`src/design/pdac_ram.sv`:
```
// ----------------------------------------------------------------------------
// pdac_ram
// Generic single-port RAM, synchronous write, registered read.
// ----------------------------------------------------------------------------
`default_nettype none

module pdac_ram #(
  parameter int unsigned WIDTH = 18,
  parameter int unsigned DEPTH = 256
) (
  input  wire logic                     clk_i,
  input  wire logic                     we_i,
  input  wire logic                     re_i,
  input  wire logic [$clog2(DEPTH)-1:0] addr_i,
  input  wire logic [WIDTH-1:0]         wdata_i,
  output logic      [WIDTH-1:0]         rdata_o
);

  logic [WIDTH-1:0] mem_q [DEPTH];

  always_ff @(posedge clk_i) begin
    if (we_i) begin
      mem_q[addr_i] <= wdata_i;
    end
    if (re_i) begin
      rdata_o <= mem_q[addr_i];
    end
  end

endmodule

`default_nettype wire

```
`config.mk`:
```
export PLATFORM = sky130hd
export DESIGN_NAME = pdac_ram
export DESIGN_NICKNAME = d
export VERILOG_FILES = /design/src/design/pdac_ram.sv
export SDC_FILE = /design/constraint.sdc
export NUM_CORES = 2
export LEC_CHECK = 0
export BUFFER_PORTS_ARGS = -buffer_cell sky130_fd_sc_hd__buf_2
export CORE_ASPECT_RATIO = 1.75
export CORE_UTILIZATION = 55
export DETAILED_ROUTE_END_ITERATION = 8
export GPL_TIMING_DRIVEN = 0
export HOLD_SLACK_MARGIN = 0.15
export PLACE_DENSITY = 0.66
export SLEW_MARGIN = 20
export SYNTH_ARGS = -nofsm -noshare
export SYNTH_HDL_FRONTEND = slang
export SYNTH_MEMORY_MAX_BITS = 65536
export SYNTH_SLANG_ARGS = --single-unit
```
`constraint.sdc`:
```
create_clock -name clk_i -period 3.75 [get_ports clk_i]
set_clock_uncertainty 0.15 [all_clocks]
set_input_delay 0.5625 -clock clk_i [delete_from_list [all_inputs] [get_ports clk_i]]
set_output_delay 0.5625 -clock clk_i [all_outputs]
set_load 0.05 [all_outputs]
```
==> impl_metrics.ini <==
[global_route]
antenna_found_initial = 18
use_met1_pct = 35.0
grt-busiest-layer = met2
grt_pass1_wl_um = 692000
grt_max_degree = 117
use_met2_pct = 53.5
grtUsageTotal_pct = 31.6
use_met3_pct = 6.25
grt-ovfl-total = 0
grt_pass1_vias = 87400

[worst_setup_path]
cp_cell_sequence = buf_2 -> buf_12 -> buf_2 -> buf_2 -> nor2b_1 -> nand3_1 -> clkbuf_4 -> buf_12 -> nor2_2 -> buf_6
cp_common_cell = buf_2
worst-r2r-setup-slack_ns = 0.25
start_kind = input pin
cp_max_fo = 12
cp-end-kind = flop
critPathSlowestCell = nand3_1
required_ns = 4.25
crit_arrival_ns = 4.59
crit_family = buffers and inverters
critPathKind = in -> reg
crit_buf_inv = 7
slowest_delay_ns = 0.55

[cts]
cts_made_buffers = 391
cts_sinks = 4626
clk_latency_ns = 0.96
cts_buffer_depth = 4
path_clk_slew_ns = 0.07
cts_htree_levels = 5
cts_root_buf = clkbuf_16
cts_tree = built

[yosys]
netlist_instances = 7523
syn-cell-area_sq_um = 175000
ys_seq_area_share_pct = 79.5
synth_cell_types = 21
synth_seq_cells = 4626
ys_warn_count = 0
avgSynthCellArea_sq_um = 23.2
synth_nets = 7552

[routing]
via_count = 85300
drtAntennaViolNets = 0
drc = 0
via_per_inst = 6.68
routed_wl_um = 504000
firstDrtPassIters = 6
drt_iter0_drc = 10000
post_drt_wl_per_cell_um = 39.4

[job]
drv_cap = 0

[final_layout]
syn_to_final_growth_pct = 14.6
fillers = 20500
utilization_pct = 63.4
stdcell_area_sq_um = 200000
drive_gt1_share_pct = 31.4
nets = 8342

[die]
die_h_um = 748
rows = 273
die_area_sq_um = 320000
io_pins = 47
die_x_um = 428
core_area_sq_um = 316000
start_util_pct = 55.3

[timing]
setup_viol_count_final = 855
whs_ns = 0.217
setup_ws_ns = -0.341
post-route-min-period_ns = 4.09
rsz0062_at_grt = yes
slew_viol_final = 0
fin_crit_sh_pct = 109
tns_ns = -67.67
tightest_slew_ns = 1.25
max_freq_mhz = 244
hold_violations = 0
max_slew_margin_pct = 16.9

[pwr]
peakVddDrop_v = 0.000389
pwr_density_cell_nw_per_um2 = 516
leakagePower_nw = 61.2

[status]
status = finished with violations
violations = setup timing

[placed_design]
dp_hpwl_um = 357000
port_buffers = 42
pre_cts_slack_ns = -2.44
gp_congestion = 1.03
placed_area_sq_um = 186000

[hold_path]
hp-class = in -> reg
-- path summary, 6_finish.rpt --
| kind | startpoint | endpoint | cells after the start |
|---|---|---|---|
| setup / recovery | addr_i[1] | mem_q[62][7] | 10 |
| setup reg to reg | mem_q[124][0] | rdata_o[0] | 5 |
| hold reg to reg | mem_q[0][9] | rdata_o[9] | 5 |
| hold / removal | we_i | mem_q[207][15] | 3 |
-- stage by stage --
step | instances | power (W)
floorplan | 7523 | 0.0607
global placement | 11700 | 0.0635
detailed placement | 12000 | 0.0638
CTS | 12700 | 0.103
global route | 12800 | 0.105
finish | 12800 | 0.103
-- registers in the layout, indices dropped and copies added (netlist names) --
| signal | cells |
|---|---|
| rdata_o | 18 |
| mem_q | 4608 |
-- cell usage after synthesis, drive strengths merged --
| cell type | instances | area, sq um |
|---|---|---|
| nand2 | 28 | 105 |
| nor3 | 30 | 150 |
| clkbuf | 284 | 1070 |
| buf | 184 | 1050 |
| edfxtp | 4626 | 139000 |
| nand2b | 6 | 37.5 |
| or3 | 1 | 6.26 |
| nor2b | 7 | 43.8 |
| a22oi | 576 | 4320 |
| and2 | 3 | 18.8 |
| nand3 | 13 | 65.1 |
| mux4 | 1152 | 25900 |
| nand4 | 18 | 113 |
| a21oi | 288 | 1440 |
| or2 | 2 | 12.5 |
| inv | 1 | 3.75 |
| nor2 | 232 | 871 |
| o41ai | 72 | 631 |
-- power breakdown --
part	switching [W]	leakage, nW	total, W	internal [W]
clock	0.0183	6.05	0.0405	0.0222
combinational	0.00395	13.6	0.00578	0.00183
sequential	0.0000303	41.6	0.0570	0.0570
total	0.0223	61.2	0.103	0.0810
-- per-layer routing --
layer | vias to the layer above | routed length [um]
met3 | 1122 | 40200
met2 | 4294 | 256000
li1 | 34100 | -
met1 | 45800 | 160000
met5 | - | 57
met4 | 8 | 47600
-- layout by cell type, fill, tap and decap left out, types with 23 or more instances in the layout --
cell	instances
clkbuf_2	65
clkinv_2	64
buf_12	41
a22oi_2	27
a22oi_1	549
edfxtp_1	4626
clkinv_1	96
o41ai_2	25
clkbuf_4	30
mux4_2	1152
buf_2	119
a21oi_2	48
clkbuf_1	266
nand2_1	26
buf_8	55
o41ai_4	23
buf_1	27
nor2_4	105
clkbuf_16	403
o41ai_1	24
buf_16	42
bufinv_16	36
nor2_2	121
a21oi_1	233
nor3_2	30
buf_4	109
buf_6	166
-- worst min-delay path, stage by stage --
cell     delay [ns]
buf_2          0.14
nand3_1        0.31
nor3_2         0.12
-- logic make-up (layout without fill, tap and decap cells) --
family	Yosys count	in the layout	share of synthesized area, %
flip-flops	4626	4626	79.5
multiplexers	1152	1152	14.8
AO/OA/AOI/OAI	936	936	3.66
buffers and inverters	469	1575	1.21
AND/OR/NAND/NOR	340	340	0.814
other	0	19	0
-- cell type report --
| cell class | count | area, sq um | area share [%] |
|---|---|---|---|
| Sequential cell | 4626 | 139000 | 69.4 |
| Multi-Input combinational cell | 2428 | 36000 | 18.0 |
| Clock buffer | 483 | 10400 | 5.19 |
| Timing Repair Buffer | 397 | 5240 | 2.62 |
| Tap cell | 4125 | 5160 | 2.58 |
| Buffer | 468 | 2470 | 1.23 |
| Clock inverter | 226 | 2030 | 1.02 |
| Antenna cell | 19 | 47.5 | 0.0237 |
| Inverter | 1 | 3.75 | 0.00187 |
-- timing repair --
action,4_1_cts,5_1_grt
pin swaps,12,19
setup buffers,4,12
endpoints found under the hold margin,1195,0
endpoints found under the setup margin,3671,553
gates cloned,0,0
hold buffers,19,0
gates resized for setup,193,50
(Power assumes the default switching activity.)
