**src/design/pdac_pkg.sv**
```systemverilog
// ----------------------------------------------------------------------------
// pdac_pkg
// Shared types, constants and helpers of the palette DAC with fade.
// ----------------------------------------------------------------------------
`default_nettype none

package pdac_pkg;

  localparam int unsigned PaletteEntries = 256;

  localparam int unsigned IndexW = 8;
  localparam int unsigned CompW  = 6;
  localparam int unsigned StepW  = 8;
  localparam int unsigned ProdW  = CompW + StepW;
  localparam int unsigned EntryW = 3 * CompW;
  localparam int unsigned PixelW = 32;
  localparam int unsigned CfgIdxW  = 3;
  localparam int unsigned CfgDataW = 8;

  // quotient of the blend never exceeds the component range
  localparam int unsigned DivIters = CompW;

  localparam logic [7:0] Alpha = 8'hFF;

  localparam logic [CfgIdxW-1:0] CFG_FADE_ENABLE = 3'd0;
  localparam logic [CfgIdxW-1:0] CFG_FADE_FIRST  = 3'd1;
  localparam logic [CfgIdxW-1:0] CFG_FADE_LAST   = 3'd2;
  localparam logic [CfgIdxW-1:0] CFG_FADE_RED    = 3'd3;
  localparam logic [CfgIdxW-1:0] CFG_FADE_GREEN  = 3'd4;
  localparam logic [CfgIdxW-1:0] CFG_FADE_BLUE   = 3'd5;
  localparam logic [CfgIdxW-1:0] CFG_FADE_STEPS  = 3'd6;
  localparam logic [CfgIdxW-1:0] CFG_FADE_STEP   = 3'd7;

  localparam logic MODE_WRITE = 1'b0;
  localparam logic MODE_PIXEL = 1'b1;

  typedef struct packed {
    logic load;   // take the entry value and form the product
    logic iter;   // one restoring division step
    logic fade;   // apply the blend to this word
  } pdac_lane_ctrl_t;

  // 6 to 8 bit expansion: replicate the top bits into the bottom
  function automatic logic [7:0] widen6(input logic [CompW-1:0] v);
    widen6 = {v, v[CompW-1 -: 2]};
  endfunction

endpackage

`default_nettype wire

```
**src/design/pdac_lane.sv**
```systemverilog
// ----------------------------------------------------------------------------
// pdac_lane
// One colour component: blend product and bit-serial restoring divide.
// ----------------------------------------------------------------------------
`default_nettype none

module pdac_lane
  import pdac_pkg::*;
(
  input  wire logic            clk_i,
  input  wire pdac_lane_ctrl_t ctrl_i,
  input  wire logic [CompW-1:0] value_i,
  input  wire logic [CompW-1:0] target_i,
  input  wire logic [StepW-1:0] step_i,
  input  wire logic [ProdW-1:0] divisor_i,
  output logic      [CompW-1:0] result_o
);

  logic [CompW-1:0] value_q;
  logic             neg_q;
  logic             fade_q;
  logic [ProdW-1:0] rem_q, rem_d;
  logic [CompW-1:0] quot_q, quot_d;
  logic [CompW-1:0] mag;
  logic             neg;

  always_comb begin
    neg = target_i < value_i;
    mag = neg ? (value_i - target_i) : (target_i - value_i);
    rem_d  = rem_q;
    quot_d = quot_q;
    if (ctrl_i.load) begin
      rem_d  = ProdW'(mag) * ProdW'(step_i);
      quot_d = '0;
    end else if (ctrl_i.iter) begin
      if (rem_q >= divisor_i) begin
        rem_d  = rem_q - divisor_i;
        quot_d = {quot_q[CompW-2:0], 1'b1};
      end else begin
        quot_d = {quot_q[CompW-2:0], 1'b0};
      end
    end
  end

  always_ff @(posedge clk_i) begin
    rem_q  <= rem_d;
    quot_q <= quot_d;
    if (ctrl_i.load) begin
      value_q <= value_i;
      neg_q   <= neg;
      fade_q  <= ctrl_i.fade;
    end
  end

  // truncation toward zero: take the magnitude quotient and restore the sign
  always_comb begin
    if (!fade_q) begin
      result_o = value_q;
    end else if (neg_q) begin
      result_o = value_q - quot_q;
    end else begin
      result_o = value_q + quot_q;
    end
  end

endmodule

`default_nettype wire

```
**config.mk**
```make
export PLATFORM = sky130hd
export DESIGN_NAME = pdac_lane
export DESIGN_NICKNAME = d
export VERILOG_FILES = /design/src/design/pdac_pkg.sv /design/src/design/pdac_lane.sv
export SDC_FILE = /design/constraint.sdc
export NUM_CORES = 1
export LEC_CHECK = 0
export ABC_AREA = 1
export BUFFER_PORTS_ARGS = -buffer_cell sky130_fd_sc_hd__clkbuf_2
export CAP_MARGIN = 20
export CORE_UTILIZATION = 25
export CTS_CLUSTER_DIAMETER = 150
export DETAILED_ROUTE_END_ITERATION = 10
export MAX_ROUTING_LAYER = met4
export SLEW_MARGIN = 20
export SYNTH_ARGS = -nofsm -noshare
export SYNTH_HDL_FRONTEND = slang
export SYNTH_SLANG_ARGS = --single-unit
```
**constraint.sdc**
```tcl
create_clock -name clk_i -period 6.98 [get_ports clk_i]
set_clock_uncertainty 0.2 [all_clocks]
set_input_delay 1.396 -clock clk_i [delete_from_list [all_inputs] [get_ports clk_i]]
set_output_delay 1.396 -clock clk_i [all_outputs]
set_load 0.02 [all_outputs]
```
==> reports/metrics.cfg <==
[global_route]
globalRouteTotalUtil_pct = 11.7
grt_max_degree = 30
grt_antenna_before_repair = 0
via_count_of_the_first_global_routing_pass = 3791
global_route.overflow_total = 0
grt_pass1_wl_um = 16600

[synthesis]
synth.yosys.warnings = 0
syn_inst = 631
yosys_most_used_dff = sky130_fd_sc_hd__edfxtp_1
synthAdderAreaFrac_pct = 28.7
synth-async-reset-ratio_pct = 0
register_bit_total_from_synthesis = 28
postSynthNetCount = 751
synth_top_area_cells = sky130_fd_sc_hd__ha_1 (15%), sky130_fd_sc_hd__edfxtp_1 (15%), sky130_fd_sc_hd__nand2_1 (13%)
synth.yosys.seq_area_share_pct = 18.0
synth_compound_area_share_pct = 7.99
synth_area_in_xor_xnor_pct = 2.42
share_of_the_synthesized_area_in_the_top_cell_type_pct = 15.3
synth_top_family_by_area = simple AND/OR/NAND/NOR gates
synthSimpleGateAreaFrac_pct = 29.8
post_synth_instance_area_um2 = 4340
count_of_flip_flops_with_a_built_in_enable_after_synthesis = 22
synth.area.mux_share_pct = 0
yosysTopAreaCell = sky130_fd_sc_hd__ha_1
postSynthAreaPerCell_um2 = 6.88
synthDistinctLibCells = 35

[route]
wl_per_cell_um = 10.7
route.vias.total = 3810
drt_first_iter_violations = 144
remaining_drc_errors = 0
finalWirelength_um = 9560
vias_per_cell = 4.28
drt_pass1_iterations = 5
antenna_left = 0

[critical_path]
r2r_slack_ns = 4.44
cp.buffers_inverters = 6
cp_data_arrival_time_ns = 5.61
end_kind = register
critical_path_required_ns = 6.79
ws_path_type = input pin to register
crit_path_max_fanout = 7
crit-reg2reg-launch = rem_q[0]
worst_r2r_endpoint = rem_q[13]
critical_path.startpoint = target_i[0]
path_cells = clkbuf_2 -> inv_1 -> ha_1 -> inv_1 -> fa_1 -> nand4_2 -> nand3_4 -> inv_4 -> nand2_2 -> nand2_2 -> nor2_1 -> fa_1 -> fa_1 -> inv_1 -> fa_1 -> inv_1 -> ha_1 -> a21oi_1 -> nand2_1 -> nand4_1 -> nand3_1 -> nand2_1 -> o21ai_0
cpPeakStageDelay_ns = 0.55
worst_setup_path_start_kind = input pin
reg2regPathDepth = 10
setup.worst_path.end = rem_q[11]
critPathTopFamily = adder cells
cpMaxStageDelayCell = sky130_fd_sc_hd__fa_1
cp.depth = 23

[clock_tree]
maximum_clock_path_buffer_count = 2
clockRootBuffer = sky130_fd_sc_hd__clkbuf_16
hold_buffers = 0
setup_fix_buffers_added_after_clock_tree_synthesis = 0
cts_tree = built
sinks_on_clock_net = 28
number_of_buffers_inserted_during_clock_tree_synthesis = 3
post_cts.resized_instances = 0
htreeDepth = 1
clk_latency_ns = 0.27
clk_transition_reported_paths_ns = 0.07

[cells_and_area]
highest_count_cells_in_the_layout_ignoring_fill_and_taps = sky130_fd_sc_hd__nand2_1 (155), sky130_fd_sc_hd__inv_1 (135), sky130_fd_sc_hd__nor2_1 (63), sky130_fd_sc_hd__ha_1 (53), sky130_fd_sc_hd__clkbuf_2 (43)
design.final.nets = 792
layout-drive-gt1-share_pct = 10.9
area_delta_synth_final_pct = 12.6
diodes = 0
commonest_non_fill_non_tap_cell_in_the_layout = sky130_fd_sc_hd__nand2_1
final_cell_count_no_fill = 891

[die]
floorplan.die_area_um2 = 17900
initial_core_util_pct = 25.9
die_height_um = 134
coreArea_um2 = 16800
dieWidth_um = 134
std_cell_rows = 47
ioPinCount = 44

[sta]
slew_headroom_pct = 57.6
max_freq_ghz = 0.172
finalCritPeriodShare_pct = 83.1
finalSetupTns_ns = 0
setup_viol = 0
hold_slack_ns = 0.323
period_needed_ns = 5.80
timing.final.hold_violations = 0
worst_pin_slew_ns = 0.636
rsz0062_at_grt = false
final-max-slew-violation-count = 0

[place]
detailedPlacementHpwl_um = 8400
place_congestion = 0.880
dp.cells = 887
port_buffers = 43

[outcome]
status = finished, final reports clean

[hold_path]
hold_path.class = register to register

[power]
leakagePower_nw = 2.70
power.density_cell_area_nw_per_um2 = 360
finalPower_w = 0.00176
max-vdd-ir-drop_mv = 0.158

[run]
max_cap_violations = 0

worst min path at each step:
stage                         start         to  slack (ns)  cells after the start
after floorplan           quot_q[3]  quot_q[4]        0.28                      2
after global placement    quot_q[3]  quot_q[4]        0.31                      2
after detailed placement  quot_q[4]  quot_q[4]        0.31                      2
after CTS                 quot_q[3]  quot_q[4]        0.32                      2
after global routing      quot_q[3]  quot_q[4]        0.35                      2
final                     quot_q[3]  quot_q[4]        0.32                      2
metrics by stage:
step           util [%]  cell area [um2]  worst slack, ns
6_report           29.2             4890             1.18
5_1_grt            29.2             4890            0.814
4_1_cts            29.2             4890             1.16
3_5_place_dp       28.6             4790            0.877
3_3_place_gp       28.6             4790            0.956
2_1_floorplan         -             4340             1.30
cells in the mapped netlist, drive strengths merged (2+ instances only):
| master | n |
|---|---|
| a21oi | 37 |
| and2 | 2 |
| buf | 3 |
| clkbuf | 4 |
| dfxtp | 6 |
| edfxtp | 22 |
| fa | 29 |
| ha | 53 |
| inv | 140 |
| nand2 | 167 |
| nand3 | 43 |
| nand3b | 3 |
| nand4 | 10 |
| nor2 | 63 |
| o21ai | 25 |
| or2 | 7 |
| xnor2 | 5 |
| xor2 | 7 |
state kept, by name, indices dropped and copies added, names as in the netlist:
signal / flops
quot_q: 6
fade_q: 1
neg_q: 1
value_q: 6
rem_q: 14
worst reg2reg max path, delay by kind of cell, from the launching register on:
kind                       cells  cell delay, ns
adders and majority gates      2            0.56
buffers and inverters          2            0.17
and+or+nand+nor                6            0.93
DFF                            1            0.32
cell families (layout without fill, tap and decap cells):
| family | count (synthesis) | in the layout |
|---|---|---|
| AO/OA/AOI/OAI | 66 | 66 |
| XOR/XNOR | 12 | 12 |
| adder cells (fa/ha/maj) | 82 | 82 |
| buffers and inverters | 147 | 187 |
| flip-flops | 28 | 28 |
| AND/OR/NAND/NOR | 296 | 296 |
area by class of cell:
cell class | count | area [um2]
flip-flops and latches | 28 | 781
repair buffers | 43 | 215
clock buffers | 4 | 100
well taps | 220 | 275
fillers | 1832 | 11900
multi-input cells | 456 | 2990
inverters | 140 | 528
layer usage:
metal,global-route usage (%),up-vias,routed length (um)
met1,15.3,1697,4800
met4,3.85,0,176
met3,0.304,11,207
met5,-,-,0
li1,-,2045,-
met2,19.5,57,4380
where the power goes:
group,total (W),internal (W),switching (W)
clock network,0.000156,0.0000999,0.0000560
registers,0.000281,0.000257,0.0000237
logic,0.00132,0.000493,0.000828
No activity file was read; power rests on OpenSTA's default activity.
